`config.mk`:
```
export PLATFORM = sky130hd
export DESIGN_NAME = obb_ctrl
export DESIGN_NICKNAME = d
export VERILOG_FILES = /design/src/design/obb_pkg.sv /design/src/design/obb_ctrl.sv
export SDC_FILE = /design/constraint.sdc
export NUM_CORES = 1
export LEC_CHECK = 0
export ABC_CLOCK_PERIOD_IN_PS = 1850
export BUFFER_PORTS_ARGS = -buffer_cell sky130_fd_sc_hd__buf_4
export CAP_MARGIN = 0
export CORE_MARGIN = 5
export CORE_UTILIZATION = 35
export CTS_CLUSTER_DIAMETER = 120
export CTS_CLUSTER_SIZE = 8
export DETAILED_ROUTE_END_ITERATION = 10
export PLACE_DENSITY = 0.54
export SETUP_SLACK_MARGIN = 0.15
export SLEW_MARGIN = 20
export SYNTH_ARGS = -nofsm -noshare
export SYNTH_HDL_FRONTEND = slang
export SYNTH_SLANG_ARGS = --single-unit
```
`constraint.sdc`:
```
create_clock -name clk -period 1.85 [get_ports clk]
set_input_delay 0.0925 -clock clk [delete_from_list [all_inputs] [get_ports clk]]
set_output_delay 0.0925 -clock clk [all_outputs]
set_load 0.01 [all_outputs]
```
`src/design/obb_pkg.sv`:
```
// ----------------------------------------------------------------------------
// obb_pkg
// Shared types and constants of the orientation basis builder.
// ----------------------------------------------------------------------------
`default_nettype none

package obb_pkg;

  // item kinds
  localparam logic [2:0] KIND_TGT_UP  = 3'd0;
  localparam logic [2:0] KIND_TGT_DN  = 3'd1;
  localparam logic [2:0] KIND_DIR_UP  = 3'd2;
  localparam logic [2:0] KIND_DIR_DN  = 3'd3;
  localparam logic [2:0] KIND_RESCALE = 3'd4;

  localparam logic [5:0] SQRT_STEPS = 6'd32;
  localparam logic [5:0] DIV_STEPS  = 6'd34;
  localparam logic [3:0] PROD_LAST  = 4'd8;
  localparam logic [1:0] LAST_IDX   = 2'd2;

  typedef enum logic [4:0] {
    OP_NONE,
    OP_CAPTURE,
    OP_MUL,
    OP_ACC_CLR,
    OP_ACC_ADD,
    OP_VM_PROD,
    OP_VM_ACC,
    OP_SQRT_START,
    OP_SQRT_STEP,
    OP_SC_STORE,
    OP_LOAD_VEC,
    OP_NORM_STEP,
    OP_DIV_START,
    OP_DIV_STEP,
    OP_WRITE,
    OP_ZERO_ROLE,
    OP_OUT
  } op_t;

  typedef enum logic [2:0] {
    SEL_BASIS_SQ,
    SEL_VM_SQ,
    SEL_LXLY,
    SEL_LXLX,
    SEL_LZLZ,
    SEL_LYLZ,
    SEL_VM_SM
  } mul_sel_t;

  typedef struct packed {
    op_t        op;
    mul_sel_t   sel;
    logic [1:0] role;
    logic [1:0] comp;
  } cmd_t;

  typedef struct packed {
    logic [2:0] kind;
    logic       sqrt_done;
    logic       div_done;
    logic       norm_ok;
    logic       zero;
    logic       out_free;
  } sts_t;

  typedef enum logic [4:0] {
    S_IDLE,
    S_DISPATCH,
    S_OLD_MUL,
    S_OLD_ACC,
    S_OLD_SQS,
    S_OLD_SQR,
    S_OLD_STORE,
    S_PROD,
    S_LOAD,
    S_NORM,
    S_SS_MUL,
    S_SS_ACC,
    S_LEN_SQS,
    S_LEN_SQR,
    S_Q_MUL,
    S_Q_DIVS,
    S_Q_DIV,
    S_Q_WRITE,
    S_ZERO,
    S_DONE
  } ctl_state_t;

endpackage

`default_nettype wire

```
`src/design/obb_ctrl.sv`:
```
// ----------------------------------------------------------------------------
// obb_ctrl
// Sequencer: steps the datapath through lengths, products, roots, divides.
// ----------------------------------------------------------------------------
`default_nettype none

module obb_ctrl import obb_pkg::*; (
  input  wire logic clk,
  input  wire logic rst_n,
  input  wire logic in_valid,
  output      logic in_ready,
  input  wire sts_t sts,
  output      cmd_t cmd
);

  ctl_state_t state_r, state_nxt;
  logic [1:0] role_r, role_nxt;
  logic [1:0] comp_r, comp_nxt;
  logic [3:0] pstep_r, pstep_nxt;

  logic aim;
  assign aim = (sts.kind <= KIND_DIR_DN);

  always_ff @(posedge clk) begin
    if (!rst_n) begin
      state_r <= S_IDLE;
      role_r  <= '0;
      comp_r  <= '0;
      pstep_r <= '0;
    end else begin
      state_r <= state_nxt;
      role_r  <= role_nxt;
      comp_r  <= comp_nxt;
      pstep_r <= pstep_nxt;
    end
  end

  // next state
  always_comb begin
    state_nxt = state_r;
    role_nxt  = role_r;
    comp_nxt  = comp_r;
    pstep_nxt = pstep_r;
    unique case (state_r)
      S_IDLE:     if (in_valid) state_nxt = S_DISPATCH;
      S_DISPATCH: begin
        role_nxt = '0;
        comp_nxt = '0;
        if (aim) state_nxt = S_OLD_MUL;
        else if (sts.kind == KIND_RESCALE) state_nxt = S_LOAD;
        else state_nxt = S_DONE;
      end
      S_OLD_MUL:  state_nxt = S_OLD_ACC;
      S_OLD_ACC: begin
        if (comp_r == LAST_IDX) begin
          comp_nxt  = '0;
          state_nxt = S_OLD_SQS;
        end else begin
          comp_nxt  = comp_r + 2'd1;
          state_nxt = S_OLD_MUL;
        end
      end
      S_OLD_SQS:  state_nxt = S_OLD_SQR;
      S_OLD_SQR:  if (sts.sqrt_done) state_nxt = S_OLD_STORE;
      S_OLD_STORE: begin
        if (role_r == LAST_IDX) begin
          role_nxt  = '0;
          state_nxt = S_LOAD;
        end else begin
          role_nxt  = role_r + 2'd1;
          state_nxt = S_OLD_MUL;
        end
      end
      S_PROD: begin
        if (pstep_r == PROD_LAST) state_nxt = S_LOAD;
        else pstep_nxt = pstep_r + 4'd1;
      end
      S_LOAD:     state_nxt = S_NORM;
      S_NORM: begin
        comp_nxt = '0;
        if (sts.zero) state_nxt = S_ZERO;
        else if (sts.norm_ok) state_nxt = S_SS_MUL;
      end
      S_SS_MUL:   state_nxt = S_SS_ACC;
      S_SS_ACC: begin
        if (comp_r == LAST_IDX) begin
          comp_nxt  = '0;
          state_nxt = S_LEN_SQS;
        end else begin
          comp_nxt  = comp_r + 2'd1;
          state_nxt = S_SS_MUL;
        end
      end
      S_LEN_SQS:  state_nxt = S_LEN_SQR;
      S_LEN_SQR:  if (sts.sqrt_done) state_nxt = S_Q_MUL;
      S_Q_MUL:    state_nxt = S_Q_DIVS;
      S_Q_DIVS:   state_nxt = S_Q_DIV;
      S_Q_DIV:    if (sts.div_done) state_nxt = S_Q_WRITE;
      S_Q_WRITE, S_ZERO: begin
        if (state_r == S_Q_WRITE && comp_r != LAST_IDX) begin
          comp_nxt  = comp_r + 2'd1;
          state_nxt = S_Q_MUL;
        end else if (role_r == LAST_IDX) begin
          state_nxt = S_DONE;
        end else begin
          role_nxt  = role_r + 2'd1;
          comp_nxt  = '0;
          pstep_nxt = '0;
          // up vector needs its products built before loading
          state_nxt = (aim && role_r == 2'd0) ? S_PROD : S_LOAD;
        end
      end
      S_DONE:     if (sts.out_free) state_nxt = S_IDLE;
      default:    state_nxt = S_IDLE;
    endcase
  end

  // outputs
  always_comb begin
    cmd.op   = OP_NONE;
    cmd.sel  = SEL_BASIS_SQ;
    cmd.role = role_r;
    cmd.comp = comp_r;
    in_ready = 1'b0;
    unique case (state_r)
      S_IDLE: begin
        in_ready = 1'b1;
        if (in_valid) cmd.op = OP_CAPTURE;
      end
      S_OLD_MUL:   begin cmd.op = OP_MUL; cmd.sel = SEL_BASIS_SQ; end
      S_OLD_ACC:   cmd.op = (comp_r == 2'd0) ? OP_ACC_CLR : OP_ACC_ADD;
      S_OLD_SQS,
      S_LEN_SQS:   cmd.op = OP_SQRT_START;
      S_OLD_SQR,
      S_LEN_SQR:   cmd.op = sts.sqrt_done ? OP_NONE : OP_SQRT_STEP;
      S_OLD_STORE: cmd.op = OP_SC_STORE;
      S_PROD: begin
        case (pstep_r)
          4'd0: begin cmd.op = OP_MUL; cmd.sel = SEL_LXLY; end
          4'd1: begin cmd.op = OP_VM_PROD; cmd.comp = 2'd0; end
          4'd2: begin cmd.op = OP_MUL; cmd.sel = SEL_LXLX; end
          4'd3: cmd.op = OP_ACC_CLR;
          4'd4: begin cmd.op = OP_MUL; cmd.sel = SEL_LZLZ; end
          4'd5: cmd.op = OP_ACC_ADD;
          4'd6: begin cmd.op = OP_VM_ACC; cmd.comp = 2'd1; end
          4'd7: begin cmd.op = OP_MUL; cmd.sel = SEL_LYLZ; end
          4'd8: begin cmd.op = OP_VM_PROD; cmd.comp = 2'd2; end
          default: cmd.op = OP_NONE;
        endcase
      end
      S_LOAD:      cmd.op = OP_LOAD_VEC;
      S_NORM:      cmd.op = (sts.zero || sts.norm_ok) ? OP_NONE : OP_NORM_STEP;
      S_SS_MUL:    begin cmd.op = OP_MUL; cmd.sel = SEL_VM_SQ; end
      S_SS_ACC:    cmd.op = (comp_r == 2'd0) ? OP_ACC_CLR : OP_ACC_ADD;
      S_Q_MUL:     begin cmd.op = OP_MUL; cmd.sel = SEL_VM_SM; end
      S_Q_DIVS:    cmd.op = OP_DIV_START;
      S_Q_DIV:     cmd.op = sts.div_done ? OP_NONE : OP_DIV_STEP;
      S_Q_WRITE:   cmd.op = OP_WRITE;
      S_ZERO:      cmd.op = OP_ZERO_ROLE;
      S_DONE:      if (sts.out_free) cmd.op = OP_OUT;
      default:     cmd.op = OP_NONE;
    endcase
  end

  a_sqrt_step: assert property (@(posedge clk) disable iff (!rst_n)
    (cmd.op == OP_SQRT_STEP) |-> !sts.sqrt_done)
    else $error("root stepped past its last digit");

  a_div_step: assert property (@(posedge clk) disable iff (!rst_n)
    (cmd.op == OP_DIV_STEP) |-> !sts.div_done)
    else $error("divider stepped past its last bit");

  a_out_idle: assert property (@(posedge clk) disable iff (!rst_n)
    (cmd.op == OP_OUT) |=> (state_r == S_IDLE))
    else $error("result issued without return to idle");

  a_role: assert property (@(posedge clk) disable iff (!rst_n)
    (role_r != 2'd3) && (comp_r != 2'd3))
    else $error("role or component index out of range");

endmodule

`default_nettype wire
```
==> results by group, run 1 <==
Status
  • Outcome: finished clean

Synthesis
  • Syn Nets: 224
  • Most frequent cells after synthesis: nor2_1 (20), a21oi_1 (15), inv_1 (14), dfxtp_1 (13), nand2_1 (12)
  • Count of cell types in the netlist: 59
  • Seq cells post-synth: 13
  • Synth top area share: 17.2%
  • Synth area leaders: dfxtp_1 (17%), ha_1 (8.3%), a21oi_1 (5.0%)
  • Cell count after synthesis: 203
  • Number of synthesized flops with an enable pin: 0
  • Largest area contributor in the netlist: dfxtp_1
  • Synthesized area per cell: 7.43 um^2
  • Main flop type after synthesis: dfxtp_1
  • Register area share after synthesis: 17.2%
  • Most common cell in the synthesized netlist: nor2_1
  • YS warnings: 0
  • Post-synthesis async set-or-reset flop share: 0%
  • Post-Synthesis Cell Area: 1510 um^2

Layout
  • Nets: 295
  • Layout cells sized above 1: 49.8%
  • Final Instance Area: 2410 um^2
  • Fill count: 370
  • Antenna fix cells: 0
  • Area delta synth->final: 59.5%

Routing
  • Vias per cell: 5.76
  • Drt initial violations: 136
  • WL/cell: 16.8 um
  • DR vias: 1860
  • First-pass iteration count of the detailed router: 5
  • Drt total wl: 5430 um
  • Post-detailed-route count of antenna-violating nets: 0
  • Remaining routing DRC violations: 0

STA
  • Setup violators final: 0
  • Measured slew at the worst slew-check pin: 411 ps
  • Tcrit/Tclk final: 95.1%
  • Max_slew headroom: 72.4%
  • RSZ-0062 raised after global routing: true
  • Achievable Freq: 0.568 GHz
  • Post-route setup slack: 90.6 ps
  • Endpoints failing hold: 0
  • Slew Limit Fails: 0
  • TNS Setup: 0 ps
  • Clock Skew: 0.565 ps
  • Fin crit period: 1760 ps
  • Hold slack: 153 ps

Die
  • Initial Utilization: 36.9%
  • Horiz. Die Dim: 75.7 um
  • Die H: 75.7 um
  • Die ar.: 5720 um^2
  • Ports: 24
  • Core Area: 4090 um^2
  • Cell Rows: 23

Power
  • Power Total: 2.81 mW
  • VDD IR-drop max: 0.000660 V
  • Total power per unit cell area: 1170 nW/um^2
  • Leakage power total: 1.01 nW

Placement
  • Pre-CTS WS: 23.9 ps
  • Final Wtd Congestion: 0.789
  • Detail Placement HPWL: 3850 um
  • # port buffers: 23
  • Dpl cell area: 1950 um^2

Worst setup path
  • Maximum fanout along the worst path: 10
  • Critical Path End Type: primary output
  • CP max stage delay: 380 ps
  • WS Path Type: flip-flop to primary output
  • CP cell instances: buf_4 > buf_4 > or2_2 > o22ai_2 > nor3_2 > o21ai_1 > buf_4
  • Worst EP arrival: 1670 ps
  • Critical Path RT: 1760 ps
  • Slowest-stage cell, CP: dfxtp_4
  • Startpoint Class: flip-flop
  • R2R depth: 6
  • Most common cell on crit path: buf_4

CTS
  • CTS Buf Count: 3
  • CTS Buffer Depth: 2
  • Clk_lat worst skew: 240 ps
  • # clock sinks: 13
  • Clock-pin slew on the worst setup and hold paths: 60 ps
  • H-Tree Depth: 1
  • Root buffer cell: clkbuf_8
  • CTS tree: done

GRT
  • Global route total overflow: 0
  • GRT Resource Usage Total: 20.3%
  • First-pass GRT wire length: 9010 um
  • Vias in the first global route: 1872
  • Largest net degree at the start of global routing: 11
  • Initial antenna violation count: 0

Worst hold path
  • Hold depth: 3
  • Worst Hold Class: input pin to flip-flop

Job
  • Max-cap violations: 0
[area by class of cell]
cell class	instances	area (um^2)	share of cell area, %
flip-flops and latches	13	282	11.7
clock buffers	4	45.0	1.87
repair buffers	79	638	26.5
inverters	14	52.6	2.18
multi-input cells	163	1330	55.1
well taps	50	62.6	2.60
[placed cells by master, fill, tap and decap left out, drive strengths merged, types with 4 or more instances in the layout]
cell and n:
buf 79, nor2 20, a21oi 15, inv 14
o21ai 14, dfxtp 13, nand2 12, ha 10
nand3 8, and2 6, a22o 5, nand3b 4
a31oi 4, nand2b 4, o211ai 4, clkbuf 4
nor3 4
[layer usage]
metal / vias up / GRT usage (%) / wire (um)
li1: 904 / - / -
met1: 887 / 27.7 / 2450
met2: 59 / 33.1 / 2610
met3: 10 / 2.64 / 270
met4: 0 / 6.60 / 110
met5: - / 0 / 0
[state kept, by name, indices dropped and copies added (netlist names)]
signal,count
state_r,5
role_r,2
comp_r,2
pstep_r,4
[per-stage QoR]
stage	utilization, %	std cells
after global routing	58.9	323
after global placement	47.8	299
after detailed placement	47.8	299
after floorplan	-	203
final	58.9	323
after CTS	55.5	320
[where the power goes]
group	total, mW	leakage (nW)	switching (mW)	internal, mW
sequential	0.462	0.110	0.0997	0.362
combinational	2.10	0.879	1.03	1.06
clock	0.253	0.0228	0.101	0.152
[worst max-delay path: cells and delay by family (launching register included)]
family / cells / cell delay (ps)
AO/OA/AOI/OAI: 2 / 200
flip-flops: 1 / 380
buffers and inverters: 3 / 470
AND/OR/NAND/NOR: 2 / 380
[timing repair]
action                     CTS  global route
setup endpoints to repair   19            22
resized for setup           46            27
buffers inserted            17             3
hold buffers                 0             0
pin swaps                   14            10
[cells by family after synthesis]
logic type      synth area share, %
xor+xnor                       1.16
compound gates                 34.5
fa+ha+maj                      8.29
simple gates                   28.9
buf+inv                        7.96
flops                          17.2
mux                            1.99
[final timing paths]
check,startpoint,end,slack (ps)
worst min-delay path,rst_n,pstep_r[3]$_SDFFE_PN0P_,150
worst min register to register,comp_r[1]$_SDFFE_PN0P_,comp_r[1]$_SDFFE_PN0P_,490
worst max register to register,state_r[3]$_SDFFE_PN0P_,state_r[1]$_SDFFE_PN0P_,110
worst max-delay path,state_r[0]$_SDFFE_PN0P_,cmd[9],90
Power figures use the tool's default switching activity.
==> inputs of run 2 (changes only) <==
--- a/config.mk
+++ b/config.mk
@@ -10,6 +10,7 @@
 export CAP_MARGIN = 0
 export CORE_MARGIN = 5
 export CORE_UTILIZATION = 35
+export CTS_BUF_LIST = sky130_fd_sc_hd__clkbuf_4 sky130_fd_sc_hd__clkbuf_8
 export CTS_CLUSTER_DIAMETER = 120
 export CTS_CLUSTER_SIZE = 8
 export DETAILED_ROUTE_END_ITERATION = 10
==> run 2 against run 1 <==
Total power rose by 2.4%. Utilization rose by 0.70 points. Setup slack got worse by 33 ps. Clock skew rose by 2.3 ps. Critical path type unchanged. Final cell count rose by 0.31%. Sequential power barely moved. Design area rose by 1.2%. Largest cell class unchanged. Flip-flop and latch count did not move. Die area did not move. Maximum frequency fell by 1.8%. Via count rose by 1.7%. Wire length rose by 3.2%.
==> results by group, run 2 (synthesis results as in run 1) <==
Status
  • Outcome: finished clean (unchanged)

Power
  • NetSw: 1.27 mW (was 1.23 mW)
  • Power share of the clock group: 9.6% (was 9.0%)
  • Leakage power total: 1.03 nW (was 1.01 nW)
  • Switching Fraction: 44.2% (was 43.9%)
  • Internal: 1.60 mW (was 1.58 mW)
  • Comb power frac: 74.2% (was 74.6%)
  • Power Total: 2.88 mW (was 2.81 mW)
  • Flop pwr share: 16.1% (was 16.4%)
  • Total power per unit cell area: 1180 nW/um^2 (was 1170 nW/um^2)
  • VDD IR-drop max: 0.000679 V (was 0.000660 V)

Die
  • Horiz. Die Dim: 75.7 um (unchanged)
  • Core Area: 4090 um^2 (unchanged)
  • Initial Utilization: 36.9% (unchanged)
  • Ports: 24 (unchanged)
  • Die ar.: 5720 um^2 (unchanged)
  • Die H: 75.7 um (unchanged)
  • Cell Rows: 23 (unchanged)

STA
  • Achievable Freq: 0.558 GHz (was 0.568 GHz)
  • Fin crit period: 1790 ps (was 1760 ps)
  • RSZ-0062 raised after global routing: true (unchanged)
  • Clock Skew: 2.85 ps (was 0.565 ps)
  • Slew Limit Fails: 0 (unchanged)
  • Tcrit/Tclk final: 96.9% (was 95.1%)
  • Max_slew headroom: 72.4% (about the same)
  • Post-route setup slack: 57.7 ps (was 90.6 ps)
  • Measured slew at the worst slew-check pin: 411 ps (about the same)
  • Endpoints failing hold: 0 (unchanged)
  • Setup violators final: 0 (unchanged)

Routing
  • Drt total wl: 5610 um (was 5430 um)
  • WL/cell: 17.3 um (was 16.8 um)
  • Post-detailed-route count of antenna-violating nets: 0 (unchanged)
  • DR vias: 1891 (was 1860)
  • Remaining routing DRC violations: 0 (unchanged)
  • Drt initial violations: 143 (was 136)
  • First-pass iteration count of the detailed router: 4 (was 5)
  • Vias per cell: 5.84 (was 5.76)

GRT
  • Global route total overflow: 0 (unchanged)
  • First-pass GRT wire length: 8980 um (was 9010 um)
  • Vias in the first global route: 1875 (was 1872)
  • Initial antenna violation count: 0 (unchanged)
  • GRT Resource Usage Total: 20.1% (was 20.3%)
  • Largest net degree at the start of global routing: 11 (unchanged)

Worst setup path
  • Maximum fanout along the worst path: 5 (was 10)
  • Worst EP arrival: 1700 ps (was 1670 ps)
  • Slowest-stage cell, CP: dfxtp_4 (unchanged)
  • WS Path Type: flip-flop to primary output (unchanged)
  • Startpoint Class: flip-flop (unchanged)
  • CP max stage delay: 370 ps (was 380 ps)
  • Critical Path RT: 1760 ps (about the same)
  • Critical Path End Type: primary output (unchanged)
  • CP cell instances: buf_6 > and4bb_2 > a22o_1 > a211oi_2 > o211ai_1 > buf_4 (was buf_4 > buf_4 > or2_2 > o22ai_2 > nor3_2 > o21ai_1 > buf_4)

CTS
  • H-Tree Depth: 1 (unchanged)
  • CTS Buffer Depth: 2 (unchanged)
  • Clock-pin slew on the worst setup and hold paths: 60 ps (about the same)
  • CTS tree: done (unchanged)
  • Clk_lat worst skew: 240 ps (about the same)
  • Root buffer cell: clkbuf_8 (unchanged)
  • CTS Buf Count: 3 (unchanged)
  • # clock sinks: 13 (unchanged)

Placement
  • Final Wtd Congestion: 0.789 (unchanged)
  • Detail Placement HPWL: 3850 um (unchanged)
  • Pre-CTS WS: 23.9 ps (unchanged)
  • # port buffers: 23 (unchanged)

Layout
  • Layout cells sized above 1: 50.4% (was 49.8%)
  • Area delta synth->final: 61.4% (was 59.5%)
  • Commonest non-fill, non-tap cell in the layout: buf_4 (unchanged)
  • Register name with the most flops: state_r (unchanged)
  • Util after Layout: 59.6% (was 58.9%)
  • Most frequent cells in the layout: buf_4 (69), nor2_1 (16), inv_1 (11), nand2_1 (11), buf_6 (11) (was buf_4 (67), nor2_1 (16), buf_6 (12), inv_1 (11), nand2_1 (10))
  • Top flop regs: state_r (5), pstep_r (4) (unchanged)
  • Max reg flops: 5 (unchanged)
  • Antenna fix cells: 0 (unchanged)
  • Nets: 296 (was 295)

Job
  • Max-cap violations: 0 (unchanged)

Worst hold path
  • Worst Hold Class: input pin to flip-flop (unchanged)
==> run 2: through the flow <==
| stage | hold WS (ps) | instance area [um^2] | TNS (ps) | instances |
|---|---|---|---|---|
| 2_1_floorplan | 235 | 1530 | 0 | 203 |
| 3_5_place_dp | 397 | 1950 | 0 | 299 |
| 3_3_place_gp | 395 | 1950 | -82.3 | 299 |
| 5_1_grt | 181 | 2430 | 0 | 324 |
| 6_report | 178 | 2430 | 0 | 324 |
| 4_1_cts | 146 | 2270 | 0 | 320 |
==> run 2: layout make-up <==
class	instances	area (um^2)
clock buffers	4	48.8
multi-input cells	163	1350
inverters	14	52.6
flip-flops and latches	13	282
well taps	50	62.6
repair buffers	80	642
fillers	376	1650
==> run 2: power groups by stage <==
stage               clock network [mW]  logic (mW)  registers [mW]
floorplan                            0        1.03           0.420
global placement                     0        1.63           0.450
detailed placement                   0        1.62           0.449
CTS                              0.274        1.90           0.450
global route                     0.296        2.29           0.476
finish                           0.277        2.14           0.465
==> run 2: critical path, delay by kind of cell (launching register included) <==
family,cells,cell delay (ps)
simple gates,1,250
flops,1,370
compound gates,3,560
buf+inv,2,280
==> run 2: repair_timing <==
action / CTS / global route
hold buffers: 0 / 0
buffers inserted: 17 / 4
gates resized for setup: 46 / 28
pin swaps: 14 / 10
setup endpoints to repair: 19 / 22
==> run 2: worst paths after layout <==
kind / end / slack [ps] / cells after the start / from
setup / recovery: cmd[7] / 60 / 6 / state_r[2]$_SDFFE_PN0P_
setup reg to reg: state_r[1]$_SDFFE_PN0P_ / 100 / 7 / state_r[4]$_SDFFE_PN0P_
hold / removal: pstep_r[3]$_SDFFE_PN0P_ / 180 / 3 / rst_n
hold reg to reg: comp_r[1]$_SDFFE_PN0P_ / 490 / 2 / comp_r[1]$_SDFFE_PN0P_
==> run 2: layer usage <==
layer,track usage [%],up-vias,share of wire [%]
met3,2.51,12,4.9
met5,0,-,0
li1,-,902,-
met4,5.44,0,1.7
met1,27.8,901,45
met2,32.9,76,48
==> inputs of run 3 (changes only) <==
--- a/config.mk
+++ b/config.mk
@@ -14,6 +14,7 @@
 export CTS_CLUSTER_DIAMETER = 120
 export CTS_CLUSTER_SIZE = 8
 export DETAILED_ROUTE_END_ITERATION = 10
+export MAX_ROUTING_LAYER = met4
 export PLACE_DENSITY = 0.54
 export SETUP_SLACK_MARGIN = 0.15
 export SLEW_MARGIN = 20
==> run 3 against run 2 <==
Utilization rose by 0.21 points. Setup slack gained 9.7 ps. Final cell count decreased by 0.31%. Critical path type unchanged. Hold slack got worse by 0.93 ps. Critical path depth up 1. Register-to-register slack hardly changed. First-iteration DRC count is 7.7% higher. Largest power group unchanged. Clock power up 2%. Global-route usage rose by 0.58 points. Count of clock-buffer cells in the layout did not move.
==> results by group, run 3 (synthesis results as in run 1) <==
Routing
  • DR vias: 1860 (was 1891)
  • Met2 WL post-DR: 2690 um (was 2710 um)
  • Drt initial violations: 154 (was 143)
  • Post-detailed-route count of antenna-violating nets: 0 (unchanged)
  • Remaining routing DRC violations: 0 (unchanged)
  • First-pass iteration count of the detailed router: 4 (unchanged)
  • WL/cell: 17.5 um (was 17.3 um)
  • Max layer used: met4 (unchanged)
  • Drt total wl: 5640 um (was 5610 um)
  • DR WL met3: 262 um (was 275 um)
  • Met1 WL: 2590 um (was 2530 um)
  • Vias per cell: 5.76 (was 5.84)

Layout
  • Max reg flops: 5 (unchanged)
  • Area delta synth->final: 61.9% (was 61.4%)
  • Nets: 295 (was 296)
  • Util after Layout: 59.8% (was 59.6%)
  • Top flop regs: state_r (5), pstep_r (4) (unchanged)
  • Layout cells sized above 1: 51.3% (was 50.4%)
  • Register name with the most flops: state_r (unchanged)
  • Commonest non-fill, non-tap cell in the layout: buf_4 (unchanged)
  • Most frequent cells in the layout: buf_4 (67), nor2_1 (16), buf_6 (12), inv_1 (11), nand2_1 (10) (was buf_4 (69), nor2_1 (16), inv_1 (11), nand2_1 (11), buf_6 (11))
  • Final Instance Area: 2440 um^2 (was 2430 um^2)
  • Antenna fix cells: 0 (unchanged)
  • Cell Count, Final, Fillers Out: 323 (was 324)

STA
  • Endpoints failing hold: 0 (unchanged)
  • Setup violators final: 0 (unchanged)
  • Max_slew headroom: 73.6% (was 72.4%)
  • Clock Skew: 2.18 ps (was 2.85 ps)
  • Hold slack: 178 ps (about the same)
  • Tcrit/Tclk final: 96.4% (was 96.9%)
  • Fin crit period: 1780 ps (was 1790 ps)
  • Post-route setup slack: 67.4 ps (was 57.7 ps)
  • TNS Setup: 0 ps (unchanged)
  • RSZ-0062 raised after global routing: true (unchanged)
  • Achievable Freq: 0.561 GHz (was 0.558 GHz)
  • Slew Limit Fails: 0 (unchanged)
  • Measured slew at the worst slew-check pin: 393 ps (was 411 ps)

Power
  • NetSw: 1.28 mW (was 1.27 mW)
  • Flop pwr share: 16.1% (about the same)
  • Comb power frac: 74.1% (was 74.2%)
  • VDD IR-drop max: 0.000683 V (was 0.000679 V)
  • Power Total: 2.88 mW (about the same)
  • Internal: 1.61 mW (was 1.60 mW)
  • Total power per unit cell area: 1180 nW/um^2 (about the same)
  • Power share of the clock group: 9.8% (was 9.6%)
  • Switching Fraction: 44.3% (was 44.2%)
  • Leakage power total: 1.03 nW (about the same)

Worst setup path
  • Critical Path RT: 1760 ps (about the same)
  • Most common cell on crit path: buf_6
  • Startpoint Class: flip-flop (unchanged)
  • Maximum fanout along the worst path: 5 (unchanged)
  • WS Path Type: flip-flop to primary output (unchanged)
  • Worst EP arrival: 1690 ps (was 1700 ps)
  • CP bufs+invs: 2 (unchanged)
  • CP max stage delay: 380 ps (was 370 ps)
  • Reg-to-reg slack, setup: 100 ps (about the same)
  • CP cell instances: buf_6 > and4bb_2 > a22o_1 > a21oi_2 > o21ai_2 > nand2b_4 > buf_6 (was buf_6 > and4bb_2 > a22o_1 > a211oi_2 > o211ai_1 > buf_4)
  • Slowest-stage cell, CP: dfxtp_4 (unchanged)
  • Crit path max-delay family: compound AO/OA/AOI/OAI gates (unchanged)
  • Critical Path End Type: primary output (unchanged)

Die
  • Cell Rows: 23 (unchanged)
  • Core Area: 4090 um^2 (unchanged)
  • Ports: 24 (unchanged)
  • Die ar.: 5720 um^2 (unchanged)
  • Horiz. Die Dim: 75.7 um (unchanged)
  • Die H: 75.7 um (unchanged)
  • Initial Utilization: 36.9% (unchanged)

CTS
  • CTS Buffer Depth: 2 (unchanged)
  • Root buffer cell: clkbuf_8 (unchanged)
  • Clk_lat worst skew: 240 ps (about the same)
  • H-Tree Depth: 1 (unchanged)
  • # clock sinks: 13 (unchanged)
  • CTS tree: done (unchanged)
  • Clock-pin slew on the worst setup and hold paths: 60 ps (about the same)
  • CTS Buf Count: 3 (unchanged)

GRT
  • GRT Resource Usage Total: 20.7% (was 20.1%)
  • First-pass GRT wire length: 8960 um (was 8980 um)
  • Largest net degree at the start of global routing: 11 (unchanged)
  • Vias in the first global route: 1869 (was 1875)
  • Initial antenna violation count: 0 (unchanged)
  • Global route total overflow: 0 (unchanged)

Job
  • Max-cap violations: 0 (unchanged)

Placement
  • Dpl cell area: 1950 um^2 (unchanged)
  • Pre-CTS WS: 23.9 ps (unchanged)
  • Detail Placement HPWL: 3850 um (unchanged)
  • Final Wtd Congestion: 0.801 (was 0.789)
  • # port buffers: 23 (unchanged)
  • Inst Count DP: 299 (unchanged)

Status
  • Outcome: finished clean (unchanged)

Worst hold path
  • Worst Hold Class: input pin to flip-flop (unchanged)
[run 3: worst reg2reg max path: cells and delay by family, from the launching register on]
| family | cells | cell delay (ps) |
|---|---|---|
| buf+inv | 2 | 210 |
| simple gates | 2 | 300 |
| compound gates | 3 | 750 |
| flops | 1 | 380 |
[run 3: power by group through the flow]
stage / registers [mW] / clock network, mW / logic [mW]
CTS: 0.450 / 0.274 / 1.90
global route: 0.476 / 0.294 / 2.29
detailed placement: 0.449 / 0 / 1.62
floorplan: 0.420 / 0 / 1.03
global placement: 0.450 / 0 / 1.63
finish: 0.465 / 0.282 / 2.14
[run 3: layout make-up]
type,count,area [um^2]
Clock buffer,4,48.8
Inverter,14,52.6
Timing Repair Buffer,79,638
Fill cell,371,1640
Multi-Input combinational cell,163,1360
Sequential cell,13,282
Tap cell,50,62.6
[run 3: path summary, 6_finish.rpt]
check	cells after the start	startpoint	to
worst max-delay path	7	state_r[2]$_SDFFE_PN0P_	cmd[8]
worst min-delay path	3	rst_n	pstep_r[3]$_SDFFE_PN0P_
worst max register to register	7	state_r[4]$_SDFFE_PN0P_	state_r[1]$_SDFFE_PN0P_
worst min register to register	2	comp_r[1]$_SDFFE_PN0P_	comp_r[1]$_SDFFE_PN0P_
[run 3: timing repair]
action | CTS | global route
buffers inserted | 17 | 3
cloned | 0 | 0
pin swaps | 14 | 11
hold buffers | 0 | 0
resized for setup | 46 | 30
endpoints found under the setup margin | 19 | 22
[run 3: layer usage]
layer  track usage, %  vias to the layer above
li1                 -                      900
met1             27.8                      884
met2             32.8                       65
met3             2.51                       11
met4             5.44                        0
met5                -                        -
